==> src/design/mil_pkg.sv <==
`default_nettype none

package mil_pkg;

  // Fixed widths of the matrix size register and of a row or column index.
  localparam int SIZE_W = 4;
  localparam int IDX_W = 3;

  // Depth of the queue between the load front and the compute back.
  localparam int QUEUE_DEPTH = 4;

  typedef logic signed [31:0] q_t;

  localparam q_t Q_ONE  = 32'sh0001_0000;
  localparam q_t Q_ZERO = 32'sh0000_0000;
  localparam q_t Q_MAX  = 32'sh7fff_ffff;
  localparam q_t Q_MIN  = 32'sh8000_0000;

  // One loaded element with its place in the matrix.
  typedef struct packed {
    q_t               element;
    logic [IDX_W-1:0] row;
    logic [IDX_W-1:0] col;
    logic             last;
  } load_item_t;

  // Zero counts as one and anything above the maximum as the maximum.
  function automatic logic [SIZE_W-1:0] eff_size(input logic [SIZE_W-1:0] size,
                                                 input logic [SIZE_W-1:0] max_dim);
    logic [SIZE_W-1:0] n;
    n = size;
    if (n == '0) n = SIZE_W'(1);
    if (n > max_dim) n = max_dim;
    return n;
  endfunction

  // Saturating add or subtract of two Q16.16 values.
  function automatic q_t sat_add(input q_t a, input q_t b, input logic sub);
    logic signed [32:0] s;
    if (sub) s = {a[31], a} - {b[31], b};
    else s = {a[31], a} + {b[31], b};
    if (s[32] != s[31]) return s[32] ? Q_MIN : Q_MAX;
    return s[31:0];
  endfunction

  // Round half up of a full product back to Q16.16, then saturate.
  function automatic q_t q_round(input logic signed [63:0] p);
    logic signed [63:0] t;
    logic [47:0] s;
    t = p + 64'sd32768;
    s = t[63:16];
    if (s[47:31] == '0 || s[47:31] == '1) return s[31:0];
    return s[47] ? Q_MIN : Q_MAX;
  endfunction

endpackage

`default_nettype wire

==> src/design/mil_queue.sv <==
`default_nettype none

module mil_queue import mil_pkg::*; (
  input  logic       clk,
  input  logic       rst,
  input  logic       push,
  input  load_item_t push_item,
  output logic       full,
  input  logic       pop,
  output logic       avail,
  output load_item_t pop_item
);

  localparam int PW = (QUEUE_DEPTH > 1) ? $clog2(QUEUE_DEPTH) : 1;

  load_item_t      slots [QUEUE_DEPTH];
  logic [PW-1:0]   wr_ptr;
  logic [PW-1:0]   rd_ptr;
  logic [PW:0]     count;

  assign full     = (count == (PW+1)'(QUEUE_DEPTH));
  assign avail    = (count != '0);
  assign pop_item = slots[rd_ptr];

  // Storage.
  always_ff @(posedge clk) begin
    if (push) slots[wr_ptr] <= push_item;
  end

  // Pointers and fill level.
  always_ff @(posedge clk) begin
    if (rst) begin
      wr_ptr <= '0;
      rd_ptr <= '0;
      count  <= '0;
    end else begin
      if (push) wr_ptr <= (wr_ptr == PW'(QUEUE_DEPTH - 1)) ? '0 : wr_ptr + PW'(1);
      if (pop) rd_ptr <= (rd_ptr == PW'(QUEUE_DEPTH - 1)) ? '0 : rd_ptr + PW'(1);
      case ({push, pop})
        2'b10:   count <= count + (PW+1)'(1);
        2'b01:   count <= count - (PW+1)'(1);
        default: count <= count;
      endcase
    end
  end

`ifndef SYNTHESIS
  a_no_overflow: assert property (@(posedge clk) disable iff (rst) push |-> !full)
    else $error("queue written while full");
  a_no_underflow: assert property (@(posedge clk) disable iff (rst) pop |-> avail)
    else $error("queue read while empty");
`endif

endmodule

`default_nettype wire

==> config.mk <==
export PLATFORM = sky130hd
export DESIGN_NAME = mil_queue
export DESIGN_NICKNAME = d
export VERILOG_FILES = /design/src/design/mil_pkg.sv /design/src/design/mil_queue.sv
export SDC_FILE = /design/constraint.sdc
export NUM_CORES = 1
export LEC_CHECK = 0
export BUFFER_PORTS_ARGS = -buffer_cell sky130_fd_sc_hd__buf_2
export CORE_MARGIN = 2
export CORE_UTILIZATION = 30
export CTS_BUF_LIST = sky130_fd_sc_hd__clkbuf_8
export DETAILED_ROUTE_END_ITERATION = 8
export GPL_TIMING_DRIVEN = 0
export PLACE_DENSITY_LB_ADDON = 0.05
export SLEW_MARGIN = 0
export SYNTH_ARGS = -nofsm -noshare
export SYNTH_HDL_FRONTEND = slang
export SYNTH_SLANG_ARGS = --single-unit
==> constraint.sdc <==
create_clock -name clk -period 2.6 [get_ports clk]
set_clock_uncertainty 0.2 [all_clocks]
set_input_delay 0.26 -clock clk [delete_from_list [all_inputs] [get_ports clk]]
set_output_delay 0.26 -clock clk [all_outputs]
set_load 0.01 [all_outputs]
==> After elaboration in Yosys (flattened, before gate mapping) <==
Memory sizes are Yosys's and may differ from the RTL's. A register that Yosys moved wholly into a read port is not among the register bits.
Index checks and enable logic that the tools add are counted.
{ "word_totals": {"memories": 1, "wordCells": 22, "ram_bits": 156, "regBits": 7} }
{ "classes": {"n_eq_ne": 5, "reduce_logical": 2, "addsub": 4, "muxes": 7} }
{ "mem_list": {"columns": ["memory", "words", "word_bits", "read_ports", "rd_clocked_by_memory_dff", "write_ports", "line_no", "rtl"], "rows": [
  ["slots", 4, 39, 1, 1, 1, "mil_queue.sv:16", "load_item_t slots [QUEUE_DEPTH];"]
]} }
{ "op_table": {"columns": ["op", "n"], "rows": [
  ["$mux W2", 4],
  ["$eq A2 B2 Y1 const B", 3],
  ["$pmux W3 S2", 1],
  ["$add A2 B1 Y2 const B", 2],
  ["$add A3 B1 Y3 const B", 1],
  ["$eq A3 B3 Y1 const B", 1],
  ["$reduce_bool A3 Y1", 1],
  ["$sub A3 B1 Y3 const B", 1],
  ["$eq A2 B1 Y1 const B", 1],
  ["$mux W1", 2],
  ["$reduce_bool A2 Y1", 1]
]} }

==> Logic depth before layout (Yosys ltp) <==
{ "depth": {"word_depth": 4, "depth_mapped": 6, "ltp_nobuf": 6} }

==> Worst setup path before layout <==
No wires, ideal clock.
{ "synth_path": {"path_kind": "register to register", "startpoint": "register wr_ptr[0]", "endpoint": "memory slots[3][0] (netlist name), enable pin", "stages_incl_launch_ff": 3, "setup_ps": 400, "required_time_ps": 2000, "arrival_time_ps": 1498, "slack_ps": 502, "cell_sequence": "dfxtp_1 ha_1 and2_1"} }
{ "synth_lines": {"columns": ["element", "line_no", "rtl"], "rows": [
  ["start: declaration", "mil_queue.sv:17", "logic [PW-1:0] wr_ptr;"],
  ["start signal: assignment", "mil_queue.sv:37", "if (push) wr_ptr <= (wr_ptr == PW'(QUEUE_DEPTH - 1)) ? '0 : wr_ptr + PW'(1);"],
  ["end: declaration", "mil_queue.sv:16", null]
]} }
Straight into the memory's write port.

==> summary.txt <==
Cells and area
  • Layout Cells excl Fill: 671
  • Util after Layout: 0.391
  • Syn-to-layout area delta: 26.9%
  • Diode count: 0
  • Share of layout cells above drive strength 1: 0.394
  • Final nets: 445
  • Fill cell count: 1835

Placed design
  • Placed Cells incl. Taps: 599
  • Dpl hpwl: 7130 µm
  • Gp weighted congestion: 0.638
  • Port bufs: 83

Clock tree
  • Post-CTS sizing: 0
  • Hold buffer count at CTS: 42
  • CTS tree: done
  • CTS Buffer Depth: 2
  • Clock root buffer: clkbuf_8
  • # H-tree levels: 4
  • Clock sinks: 165
  • Worst-Skew Late Latency: 0.43 ns
  • Reg clk slew, reported paths: 0.08 ns
  • CTS Buf Count: 17
  • Post-CTS setup buffer count: 0

Power
  • Switch Pwr: 1190 µW
  • P_int: 4220 µW
  • Switch share: 0.220
  • Pwr/cell area: 704 nW/µm²
  • Lkg Pwr: 0.00263 µW
  • Final Power: 5410 µW
  • Reg power frac: 0.564
  • Combinational power share: 0.102
  • Clock power share: 0.333
  • Maximum VDD drop: 0.000301 V

Route
  • Avg Vias per Cell: 4.34
  • # DRC: 0
  • Routed len/inst: 17.7 µm
  • DRT Pass-1 Iters: 4
  • Routed Antenna Nets: 0
  • Via count: 2909
  • Detailed Route WL: 11900 µm
  • Initial DRC count: 127

Hold path
  • HP Class: reg2reg

Die
  • Die X: 146 µm
  • Core area: 19700 µm²
  • Initial Util: 0.308
  • Boundary Pins: 84
  • Site row count: 51
  • Die Y: 146 µm
  • Die area: 21300 µm²

Timing
  • Headroom to the max-slew limit: 0.481
  • Final Hold Fails: 0
  • RSZ-0062 raised after global routing: no
  • Slew at the pin with the worst max-slew slack: 0.778 ns
  • Final Max Tran Viols: 0
  • Fin crit share: 0.935
  • Fmax: 411 MHz
  • Final Setup Violations: 0
  • Crit path time final: 2.43 ns

Logic synthesis
  • Post-synth top area cell: edfxtp_1
  • Post-synthesis sequential area ratio: 0.803
  • Share of the synthesized area in the top cell type: 0.773
  • Primary FF master, synth: edfxtp_1
  • Yosys cell types: 19
  • Yosys warnings: 0
  • Top cells by area, synth: edfxtp_1 (77%), mux4_2 (14%), dfxtp_1 (3.0%)
  • Synthesized area: 6060 µm²
  • Post-synth top cells: edfxtp_1 (156), mux4_2 (39), dfxtp_1 (9), ha_1 (6), nor2_1 (6)
  • Syn_area_per_cell: 24.5 µm²
  • Count leader, synth: edfxtp_1
  • Mapped Cells: 247
  • Synthesized Nets: 297
  • Async S/R FF share, synth: 0
  • Synthesized flop and latch total: 165
  • EDFF count, synth: 156

Status
  • Status: finished clean

Global route
  • Global-route wire length before repair: 18400 µm
  • Total grt overflow: 0
  • Vias in the first global route: 3244
  • Largest net degree at the start of global routing: 26
  • Overall global routing resource usage: 0.117
  • Antenna violations before repair: 0

Worst setup path
  • Worst-path fanout max: 10
  • CP required: 2.14 ns
  • Worst Setup End Kind: output port
  • Worst setup SP type: flop
  • Type of the worst setup path: reg2out
  • Crit path DAT: 1.97 ns

Run
  • MaxCap Viol Count: 0
[metal layers]
metal | global-route usage | vias to the layer above | share of wire
met5 | 0 | - | 0
met2 | 0.196 | 61 | 0.50
met4 | 0.0364 | 0 | 0.0075
li1 | - | 1332 | -
met1 | 0.145 | 1511 | 0.45
met3 | 0.0394 | 5 | 0.039
[worst paths after layout]
kind,depth (start not counted),start,endpoint,slack (ns)
worst max register to register,3,wr_ptr[0],slots[3][29],0.65
worst min-delay path,2,count[2],count[2],0.31
worst min register to register,2,count[2],count[2],0.31
worst max-delay path,3,flop,pop_item[36],0.17
[registers in the layout (all words and copies together), names as in the netlist, named ones only]
register  count
wr_ptr        2
rd_ptr        2
slots       156
count         3
[per-stage QoR]
stage          hold slack, ns  instance area (µm²)  setup WS, ns  setup TNS [ns]
2_1_floorplan           0.129                 6060         0.502               0
3_3_place_gp            0.275                 6810        -0.502          -72.07
3_5_place_dp            0.275                 6890         0.568               0
4_1_cts                 0.312                 7690        0.0727               0
5_1_grt                 0.342                 7690        0.0273               0
6_report                0.309                 7690         0.170               0
[area by class of cell]
class / count / area [µm²] / area share
clock buffers: 17 / 234 / 0.0304
clock inverters: 13 / 143 / 0.0186
inverters: 4 / 15.0 / 0.00195
plain buffers: 8 / 55.1 / 0.00716
multi-input cells: 70 / 1130 / 0.147
well taps: 265 / 332 / 0.0431
flip-flops and latches: 165 / 4860 / 0.633
repair buffers: 129 / 916 / 0.119
[worst max-delay path: stages (launching register included)]
cell	delay (ns)
dfxtp_1	0.35
clkbuf_1	0.60
mux4_2	0.42
buf_2	0.17
[power by group through the flow]
stage          clock network, µW  logic (µW)  registers, µW
4_1_cts                     1880         573           3050
3_3_place_gp                   0         501           3120
2_1_floorplan                  0         290           3110
6_report                    1800         553           3050
5_1_grt                     1990         609           3060
3_5_place_dp                   0         522           3110
[layout by cell type, fill, tap and decap left out, types with 3 or more instances in the layout]
cell type      Yosys  routed
a21oi_1            3       3
and2_2             0       4
buf_12             0       4
buf_2              2      85
bufinv_16          0       3
clkbuf_8           0      17
clkinv_1           0       3
dfxtp_1            9       9
dlygate4sd3_1      0      42
edfxtp_1         156     156
ha_1               6       6
inv_1              4       7
mux2i_1            3       3
mux4_2            39      39
nor2_1             6       6
nor3b_1            3       3
[logic make-up after synthesis]
group                      Yosys count  share of synthesized area
muxes                               42                      0.150
AOI/OAI and AO/OA                    4                    0.00330
DFF                                165                      0.803
xor gates and xnor gates             2                    0.00289
buffers and inverters               12                     0.0116
and+or+nand+nor                     15                     0.0136
adders and majority gates            7                     0.0157
(Power assumes the default switching activity.)
