<file path="config.mk">
export PLATFORM = sky130hd
export DESIGN_NAME = mil_front_flat
export DESIGN_NICKNAME = d
export VERILOG_FILES = /design/src/design/mil_pkg.sv /design/src/design/mil_if.sv /design/src/design/mil_front.sv /design/src/flat_wrapper.sv
export SDC_FILE = /design/constraint.sdc
export NUM_CORES = 1
export LEC_CHECK = 0
export BUFFER_PORTS_ARGS = -buffer_cell sky130_fd_sc_hd__buf_2
export CELL_PAD_IN_SITES_DETAIL_PLACEMENT = 1
export CELL_PAD_IN_SITES_GLOBAL_PLACEMENT = 1
export CORE_ASPECT_RATIO = 0.75
export CORE_MARGIN = 2
export CORE_UTILIZATION = 18
export CTS_BUF_LIST = sky130_fd_sc_hd__clkbuf_16
export CTS_CLUSTER_DIAMETER = 50
export DETAILED_ROUTE_END_ITERATION = 8
export PLACE_DENSITY = 0.78
export SKIP_CTS_REPAIR_TIMING = 1
export SKIP_LAST_GASP = 1
export SLEW_MARGIN = 40
export SYNTH_ARGS = -nofsm -noshare
export SYNTH_HDL_FRONTEND = slang
export SYNTH_SLANG_ARGS = --single-unit
</file>
<file path="constraint.sdc">
create_clock -name clk -period 1.45 [get_ports clk]
set_clock_uncertainty 0.05 [all_clocks]
set_input_delay 0.0725 -clock clk [delete_from_list [all_inputs] [get_ports clk]]
set_output_delay 0.0725 -clock clk [all_outputs]
set_load 0.02 [all_outputs]
</file>
<file path="src/design/mil_pkg.sv">
`default_nettype none

package mil_pkg;

  // Fixed widths of the matrix size register and of a row or column index.
  localparam int SIZE_W = 4;
  localparam int IDX_W = 3;

  // Depth of the queue between the load front and the compute back.
  localparam int QUEUE_DEPTH = 4;

  typedef logic signed [31:0] q_t;

  localparam q_t Q_ONE  = 32'sh0001_0000;
  localparam q_t Q_ZERO = 32'sh0000_0000;
  localparam q_t Q_MAX  = 32'sh7fff_ffff;
  localparam q_t Q_MIN  = 32'sh8000_0000;

  // One loaded element with its place in the matrix.
  typedef struct packed {
    q_t               element;
    logic [IDX_W-1:0] row;
    logic [IDX_W-1:0] col;
    logic             last;
  } load_item_t;

  // Zero counts as one and anything above the maximum as the maximum.
  function automatic logic [SIZE_W-1:0] eff_size(input logic [SIZE_W-1:0] size,
                                                 input logic [SIZE_W-1:0] max_dim);
    logic [SIZE_W-1:0] n;
    n = size;
    if (n == '0) n = SIZE_W'(1);
    if (n > max_dim) n = max_dim;
    return n;
  endfunction

  // Saturating add or subtract of two Q16.16 values.
  function automatic q_t sat_add(input q_t a, input q_t b, input logic sub);
    logic signed [32:0] s;
    if (sub) s = {a[31], a} - {b[31], b};
    else s = {a[31], a} + {b[31], b};
    if (s[32] != s[31]) return s[32] ? Q_MIN : Q_MAX;
    return s[31:0];
  endfunction

  // Round half up of a full product back to Q16.16, then saturate.
  function automatic q_t q_round(input logic signed [63:0] p);
    logic signed [63:0] t;
    logic [47:0] s;
    t = p + 64'sd32768;
    s = t[63:16];
    if (s[47:31] == '0 || s[47:31] == '1) return s[31:0];
    return s[47] ? Q_MIN : Q_MAX;
  endfunction

endpackage

`default_nettype wire

</file>
<file path="src/design/mil_if.sv">
`default_nettype none

// Element stream into the block.
interface mil_in_if;
  logic               valid;
  logic               ready;
  logic signed [31:0] element;
  modport source(output valid, output element, input ready);
  modport sink(input valid, input element, output ready);
endinterface


`default_nettype wire

</file>
<file path="src/design/mil_front.sv">
`default_nettype none

module mil_front import mil_pkg::*; (
  input  logic              clk,
  input  logic              rst,
  input  logic [SIZE_W-1:0] dim,
  input  logic              cfg_write,
  mil_in_if.sink            operand,
  input  logic              q_full,
  output logic              q_push,
  output load_item_t        q_item
);

  logic [IDX_W-1:0]  row;
  logic [IDX_W-1:0]  col;
  logic [SIZE_W-1:0] n_m1;
  logic              col_end;
  logic              row_end;

  // Tag each element with its place and mark the one that completes the matrix.
  assign n_m1    = dim - SIZE_W'(1);
  assign col_end = (SIZE_W'(col) == n_m1);
  assign row_end = (SIZE_W'(row) == n_m1);

  assign operand.ready  = !q_full;
  assign q_push         = operand.valid && !q_full;
  assign q_item.element = operand.element;
  assign q_item.row     = row;
  assign q_item.col     = col;
  assign q_item.last    = col_end && row_end;

  // Row and column position; a size write drops a partial matrix.
  always_ff @(posedge clk) begin
    if (rst || cfg_write) begin
      row <= '0;
      col <= '0;
    end else if (q_push) begin
      if (col_end) begin
        col <= '0;
        row <= row_end ? '0 : row + IDX_W'(1);
      end else begin
        col <= col + IDX_W'(1);
      end
    end
  end

endmodule

`default_nettype wire

</file>
<file path="src/flat_wrapper.sv">
// flat-port wrapper written by rule: the top's interface ports become plain ports
module mil_front_flat import mil_pkg::*;
  (clk, rst, dim, cfg_write, q_full, q_push, q_item, operand_valid, operand_element, operand_ready);
  mil_in_if operand_i ();
  input  logic clk;
  input  logic rst;
  input  logic [SIZE_W-1:0] dim;
  input  logic cfg_write;
  input  logic q_full;
  output logic q_push;
  output load_item_t q_item;
  input wire logic [$bits(operand_i.valid)-1:0] operand_valid;
  input wire logic [$bits(operand_i.element)-1:0] operand_element;
  output wire logic [$bits(operand_i.ready)-1:0] operand_ready;
  assign operand_i.valid = operand_valid;
  assign operand_i.element = operand_element;
  assign operand_ready = operand_i.ready;
  mil_front u_core (.clk(clk), .rst(rst), .dim(dim), .cfg_write(cfg_write), .operand(operand_i), .q_full(q_full), .q_push(q_push), .q_item(q_item));
endmodule
</file>
## After elaboration in Yosys (flattened, before gate mapping)

Index checks and enable logic that the tools add are counted.

| storage, ports and cells | value |
|---|---|
| bits in registers | 6 |
| word-level logic and storage cells | 14 |
| output and inout bits | 41 |
| input bits | 41 |

| cells by class | value |
|---|---|
| reductions and logical operators | 5 |
| add/subtract/negate cells | 3 |
| mux-type cells | 2 |
| eq/ne operators | 2 |

Operators with widths:

| kind | number |
|---|---|
| $eq A3 B4 Y1 | 2 |
| $add A3 B1 Y3 const B | 2 |
| $mux W3 | 2 |
| $sub A4 B1 Y4 const B | 1 |
| $logic_and A1 B1 Y1 | 2 |
| $reduce_and A2 Y1 | 1 |
| $logic_not A1 Y1 | 1 |
| $logic_or A1 B1 Y1 | 1 |

## Longest topological paths before layout

Gate-level depths: netlist of the first run.

| logic depth | value |
|---|---|
| depth in word-level cells | 3 |
| gate-level depth with buffers | 7 |
| mapped depth without buffers | 7 |

## Worst setup path after synthesis of the first run

Ideal clock, no wire load.

| timing | value |
|---|---|
| kind | register to register |
| from | register u_core.col[2] |
| to | register u_core.row[0] |
| data required time | 1.284 ns |
| setup slack | -0.074 ns |
| setup time | 0.116 ns |
| arrival | 1.358 ns |
| path buffers | 0 |
| cell stages (with the launch flop) | 6 |
| clock period less this slack | 1.524 ns |
| cell sequence | dfxtp_1 -> xor2_1 -> a211oi_2 -> o211a_1 -> mux2i_1 -> nor3_2 |

| between the ends | value |
|---|---|
| word-level cells in the longest chain between the ends | 2 |

Ends and longest elaborated chain:

| element | line | source |
|---|---|---|
| from (decl) | mil_front.sv:15 | `logic [IDX_W-1:0] col;` |
| from (signal assigned) | mil_front.sv:42 | `col <= col + IDX_W'(1);` |
| $eq A3 B4 Y1 | mil_front.sv:22 | `assign col_end = (SIZE_W'(col) == n_m1);` |
| $reduce_and A2 Y1 (no line) | - |  |
| to (signal assigned) | mil_front.sv:40 | `row <= row_end ? '0 : row + IDX_W'(1);` |
| to (decl) | mil_front.sv:14 | `logic [IDX_W-1:0] row;` |

Every way passes these cells.
A chain may end at the register's enable or synchronous reset.

==> results of run 1 <==
[worst paths after layout]
check | from | endpoint
max | u_core.col[2] | q_item[0]
min | operand_element[4] | q_item[11]
max reg2reg | u_core.col[2] | u_core.row[0]
min reg2reg | u_core.col[2] | u_core.col[2]
[through the flow]
stage / cell area, um2 / cells
CTS: 761 / 135
floorplan: 691 / 84
global placement: 686 / 132
finish: 831 / 140
detailed placement: 686 / 132
global route: 831 / 140
[report_power, final]
part / internal, mW / switching (mW)
clock network: 0.355 / 0.103
registers: 0.168 / 0.00109
logic: 0.0604 / 0.0596
[layout make-up]
cell class | count | area, um2 | share of cell area [%]
Multi-Input combinational cell | 42 | 332 | 39.9
Sequential cell | 6 | 124 | 14.9
Tap cell | 52 | 65.1 | 7.83
Timing Repair Buffer | 34 | 224 | 27.0
Clock buffer | 3 | 75.1 | 9.04
Inverter | 3 | 11.3 | 1.36
[state kept, by name, summed over array words and instances, names as in the netlist]
name,cells
u_core.col,3
u_core.row,3
[metal layers]
| metal | track usage [%] | routed length, um | vias up |
|---|---|---|---|
| met5 | 0 | 0 | - |
| met4 | 7.77 | 71 | 0 |
| met3 | 4.95 | 132 | 11 |
| met2 | 11.2 | 734 | 20 |
| met1 | 7.77 | 632 | 252 |
| li1 | - | - | 254 |
[synthesized netlist by cell type]
cell       n  share of area (%)
nor2b_1    1               0.91
buf_2      1               0.73
nand2b_1   1               0.91
nor3_1     1               0.73
xnor2_1    6                7.7
dfxtp_1    6                 18
nand3_1    1               0.73
a211oi_1   1                1.1
o21ai_0    2                1.5
nor2_1     5                2.7
nor3_2     2                2.9
mux2i_1    2                2.9
o211ai_1   1                1.1
nand4b_1   1                1.3
o21a_1     1                1.1
o31ai_1    1                1.1
o211a_1    1                1.5
nand2_1    4                2.2
ha_1       3                5.5
inv_1      3                1.6
a21boi_1   2                2.2
a211oi_2   1                1.8
xor2_1     3                3.8
buf_4     32                 35
a21oi_1    2                1.5
[worst max-delay path, cell delays in order, from the launching register on]
cell	delay, ns
dfxtp_2	0.32
xor2_1	0.17
a211oi_2	0.27
o21ai_1	0.13
nor2_2	0.14
buf_6	0.13
[kinds of logic after synthesis]
group	count (synthesis)	synth area share, %
buf+inv	36	37.4
mux	2	2.92
flops	6	17.5
compound gates	12	12.8
simple gates	16	12.4
fa+ha+maj	3	5.48
xor+xnor	9	11.5
==> results.toml, run 1 <==
[run_status]
run_status = "finished with violations"
violations = "setup timing"

[die]
fp.dieArea_um2 = 4320
core.rowCount = 19
design.portCount = 82
dieWidth_um = 75.3
start_util_pct = 18.7
coreArea_um2 = 3660
die-height_um = 57.5

[global_route]
antenna_violations_before_repair = 0
globalRoute.totalOverflow = 0
first_global_vias = 528
groute.usage.overall_pct = 7.94
grt_first_pass_wirelength_mm = 2.39
grt_max_degree = 5

[pwr]
max-vdd-ir-drop_mv = 0.301
leakage_nw = 0.379
powerDensity_nw_per_um2 = 898
post-layout-total-power_mw = 0.746

[cells_and_area]
finalNetCount = 134
antennaDiodeCount = 0
drive_gt1_share_pct = 52.3
area_growth_pct = 21.2
layout.cells.most_common = "buf_2"
final_cell_mix = "16 x buf_2, 15 x buf_4, 6 x xnor2_1"
fillerInstances = 446
fin_util_pct = 22.7

[cts]
cts_inserted_buffers = 3
cts_max_level = 1
clock_sink_count = 6
clk_transition_reported_paths_ns = 0.04
worstSkewPairLatency_ns = 0.23
cts_tree = "built"
clock_path_buffers = 2
ctsRootBufferMaster = "clkbuf_16"

[worst_setup_path]
timing.critical_path.arrival_ns = 1.40
cp_endpoint_kind = "output pin"
worst_setup_path_start_kind = "flop"
timing.critical_path.required_ns = 1.33
cp_max_fo = 3
rr_worst_depth = 5
timing_worst_setup_path_type = "flop to output pin"
reg2reg_slack_ns = -0.02

[detailed_routing]
post-route-drc-count = 0
initial_drt_markers = 13
route.detailed.wl_per_inst_um = 11.2
route.detailed.vias_per_inst = 3.84
finalWirelength_mm = 1.57
detail-route-antenna-nets = 0
detailroute.via_count = 537
detailedRoute.firstPassIterationCount = 4

[timing]
worst-slew-pin-transition_ns = 0.332
max_clock_freq_mhz = 659
timing.hold.ws_ns = 0.0950
min_period_over_period_pct = 105
final_count_of_hold_timing_violations = 0
rsz0062_at_grt = "yes"
timing.final.crit_period_ns = 1.52
worst_slew_slack_as_a_fraction_of_its_limit_pct = 77.7
finalSetupTns_ns = -0.0910
report.final.slew_viol_count = 0
report.final.setup_viol = 2
post-route-worst-setup-slack_ns = -0.0681

[synthesis]
synth_cell_types = 25
post_synthesis_sequential_area_ratio_pct = 17.5
syn-instance-count = 84
synth_warnings = 0
synth.ff_latch_count = 6
synth.cell_area_um2 = 686
postSynthNetCount = 128
postSynthAreaPerCell_um2 = 8.16

[placed_design]
place.port_buffers = 17
gp_congestion = 0.815
preCtsSetupSlack_ns = -0.184
hpwlAfterDp_mm = 1.22

[worst_hold_path]
min_delay_path_depth = 0
worstHoldPathType = "input port to output pin"

[run]
max_cap_viol_count = 0
Power figures use the tool's default switching activity.
==> inputs of run 2 (changes only) <==
--- a/config.mk
+++ b/config.mk
@@ -21,3 +21,4 @@
 export SYNTH_ARGS = -nofsm -noshare
 export SYNTH_HDL_FRONTEND = slang
 export SYNTH_SLANG_ARGS = --single-unit
+export TNS_END_PERCENT = 5
==> results.toml, run 2 (synthesis gave the netlist of run 1 again) <==
[pwr]
leakage_nw = 0.372
clock_power_share_pct = 60.6
max-vdd-ir-drop_mv = 0.242
comb_power_share_pct = 16.0
netSwitchingFraction_pct = 20.3
p_int_mw = 0.579
net-switching-power_mw = 0.148
powerDensity_nw_per_um2 = 884
seq_power_share_pct = 23.4

[cts]
clk_transition_reported_paths_ns = 0.03
cts_max_level = 1
worstSkewPairLatency_ns = 0.22
cts_inserted_buffers = 3
ctsRootBufferMaster = "clkbuf_16"
cts_tree = "built"
clock_sink_count = 6
clock_path_buffers = 2

[run_status]
run_status = "finished with violations"
violations = "setup timing"

[cells_and_area]
seq_area_um2 = 124
area_growth_pct = 19.9
final_cells = 138
antennaDiodeCount = 0
multiInputGateArea_um2 = 338
final_cell_mix = "16 x buf_2, 13 x buf_4, 5 x xnor2_1"
layout_top_registers = "u_core.col (3), u_core.row (3)"
drive_gt1_share_pct = 52.3
layout.cells.most_common = "buf_2"
finalNetCount = 132
fillerInstances = 439

[worst_setup_path]
timing.critical_path.arrival_ns = 1.56
timing.critical_path.required_ns = 1.51
critical_path.slowest_cell = "dfxtp_2"
worst_path_largest_cell_delay_ns = 0.32
worst_setup_path_start_kind = "flop"
timing_worst_setup_path_type = "flop to flop"
top_family_by_delay_on_critical_path = "compound AO/OA/AOI/OAI gates"
cp_endpoint_kind = "flop"
cp_max_fo = 3
path_buf_inv = 0
path_cells = "xor2_2, a211oi_2, o211a_1, mux2i_2, nor3_2"

[timing]
post-route-worst-setup-slack_ns = -0.0491
report.final.slew_viol_count = 0
min_period_over_period_pct = 103
worst-slew-pin-transition_ns = 0.345
report.final.setup_viol = 4
max_clock_freq_mhz = 667
timing.final.crit_period_ns = 1.50
timing.hold.ws_ns = 0.0950
rsz0062_at_grt = "yes"
worst_slew_slack_as_a_fraction_of_its_limit_pct = 76.8
final_count_of_hold_timing_violations = 0

[detailed_routing]
finalWirelength_mm = 1.53
route.detailed.vias_per_inst = 3.76
detailroute.via_count = 519
route.detailed.wl_per_inst_um = 11.1
initial_drt_markers = 11
post-route-drc-count = 0
detail-route-antenna-nets = 0
detailedRoute.firstPassIterationCount = 3

[placed_design]
hpwlAfterDp_mm = 1.26
place.port_buffers = 17
preCtsSetupSlack_ns = -0.222
gp_congestion = 0.740
placedCellCount = 131

[die]
die-height_um = 57.5
coreArea_um2 = 3660
fp.dieArea_um2 = 4320
start_util_pct = 18.7
core.rowCount = 19
dieWidth_um = 75.3
design.portCount = 82

[global_route]
grt_max_degree = 5
antenna_violations_before_repair = 0
first_global_vias = 541
globalRoute.totalOverflow = 0
grt_first_pass_wirelength_mm = 2.40
groute.usage.overall_pct = 7.48

[worst_hold_path]
worstHoldPathType = "input port to output pin"

[run]
max_cap_viol_count = 0
-- run 2: cell count changes in the layout (fill, tap and decap cells not counted) --
cell | before | now
buf_4 | 15 | 13
mux2i_1 | 2 | 1
mux2i_2 | 0 | 1
nand3_1 | 0 | 1
nand3_2 | 1 | 0
o21ai_0 | 0 | 1
o21ai_1 | 2 | 1
xnor2_1 | 6 | 5
xnor2_2 | 0 | 1
-- run 2: metal layers --
metal	part of all wire, %	GRT usage (%)	up-vias
met5	0	0	-
met4	0.33	4.01	0
met3	8.2	3.89	2
met2	49	11.0	16
met1	42	8.74	250
li1	-	-	251
-- run 2: area by class of cell --
class	count	area share (%)
clock buffers	3	9.13
inverters	3	1.37
well taps	52	7.91
multi-input cells	42	41.1
flip-flops and latches	6	15.1
repair buffers	32	25.4
-- run 2: worst paths after layout --
kind,start,slack [ns],endpoint,cells after the start
setup / recovery,u_core.col[2],-0.05,u_core.row[0],5
hold / removal,operand_element[3],0.1,q_item[10],0
hold reg to reg,u_core.col[1],0.49,u_core.col[1],2
setup reg to reg,u_core.col[2],-0.05,u_core.row[0],5
-- run 2: power groups by stage --
| stage | clock (mW) | combinational (mW) | sequential (mW) |
|---|---|---|---|
| 2_1_floorplan | 0 | 0.185 | 0.174 |
| 3_3_place_gp | 0 | 0.0997 | 0.172 |
| 3_5_place_dp | 0 | 0.103 | 0.172 |
| 4_1_cts | 0.451 | 0.103 | 0.170 |
| 5_1_grt | 0.471 | 0.129 | 0.170 |
| 6_report | 0.440 | 0.117 | 0.170 |
-- run 2: metrics by stage --
step                      cell area, um2  util [%]  power [mW]  TNS (ns)
final                                822      22.5       0.727    -0.109
after global routing                 822      22.5       0.769    -0.821
after CTS                            751      20.5       0.725    -0.321
after global placement               676      18.5       0.272    -0.477
after detailed placement             676      18.5       0.275    -0.829
after floorplan                      688         -       0.359  -0.00822
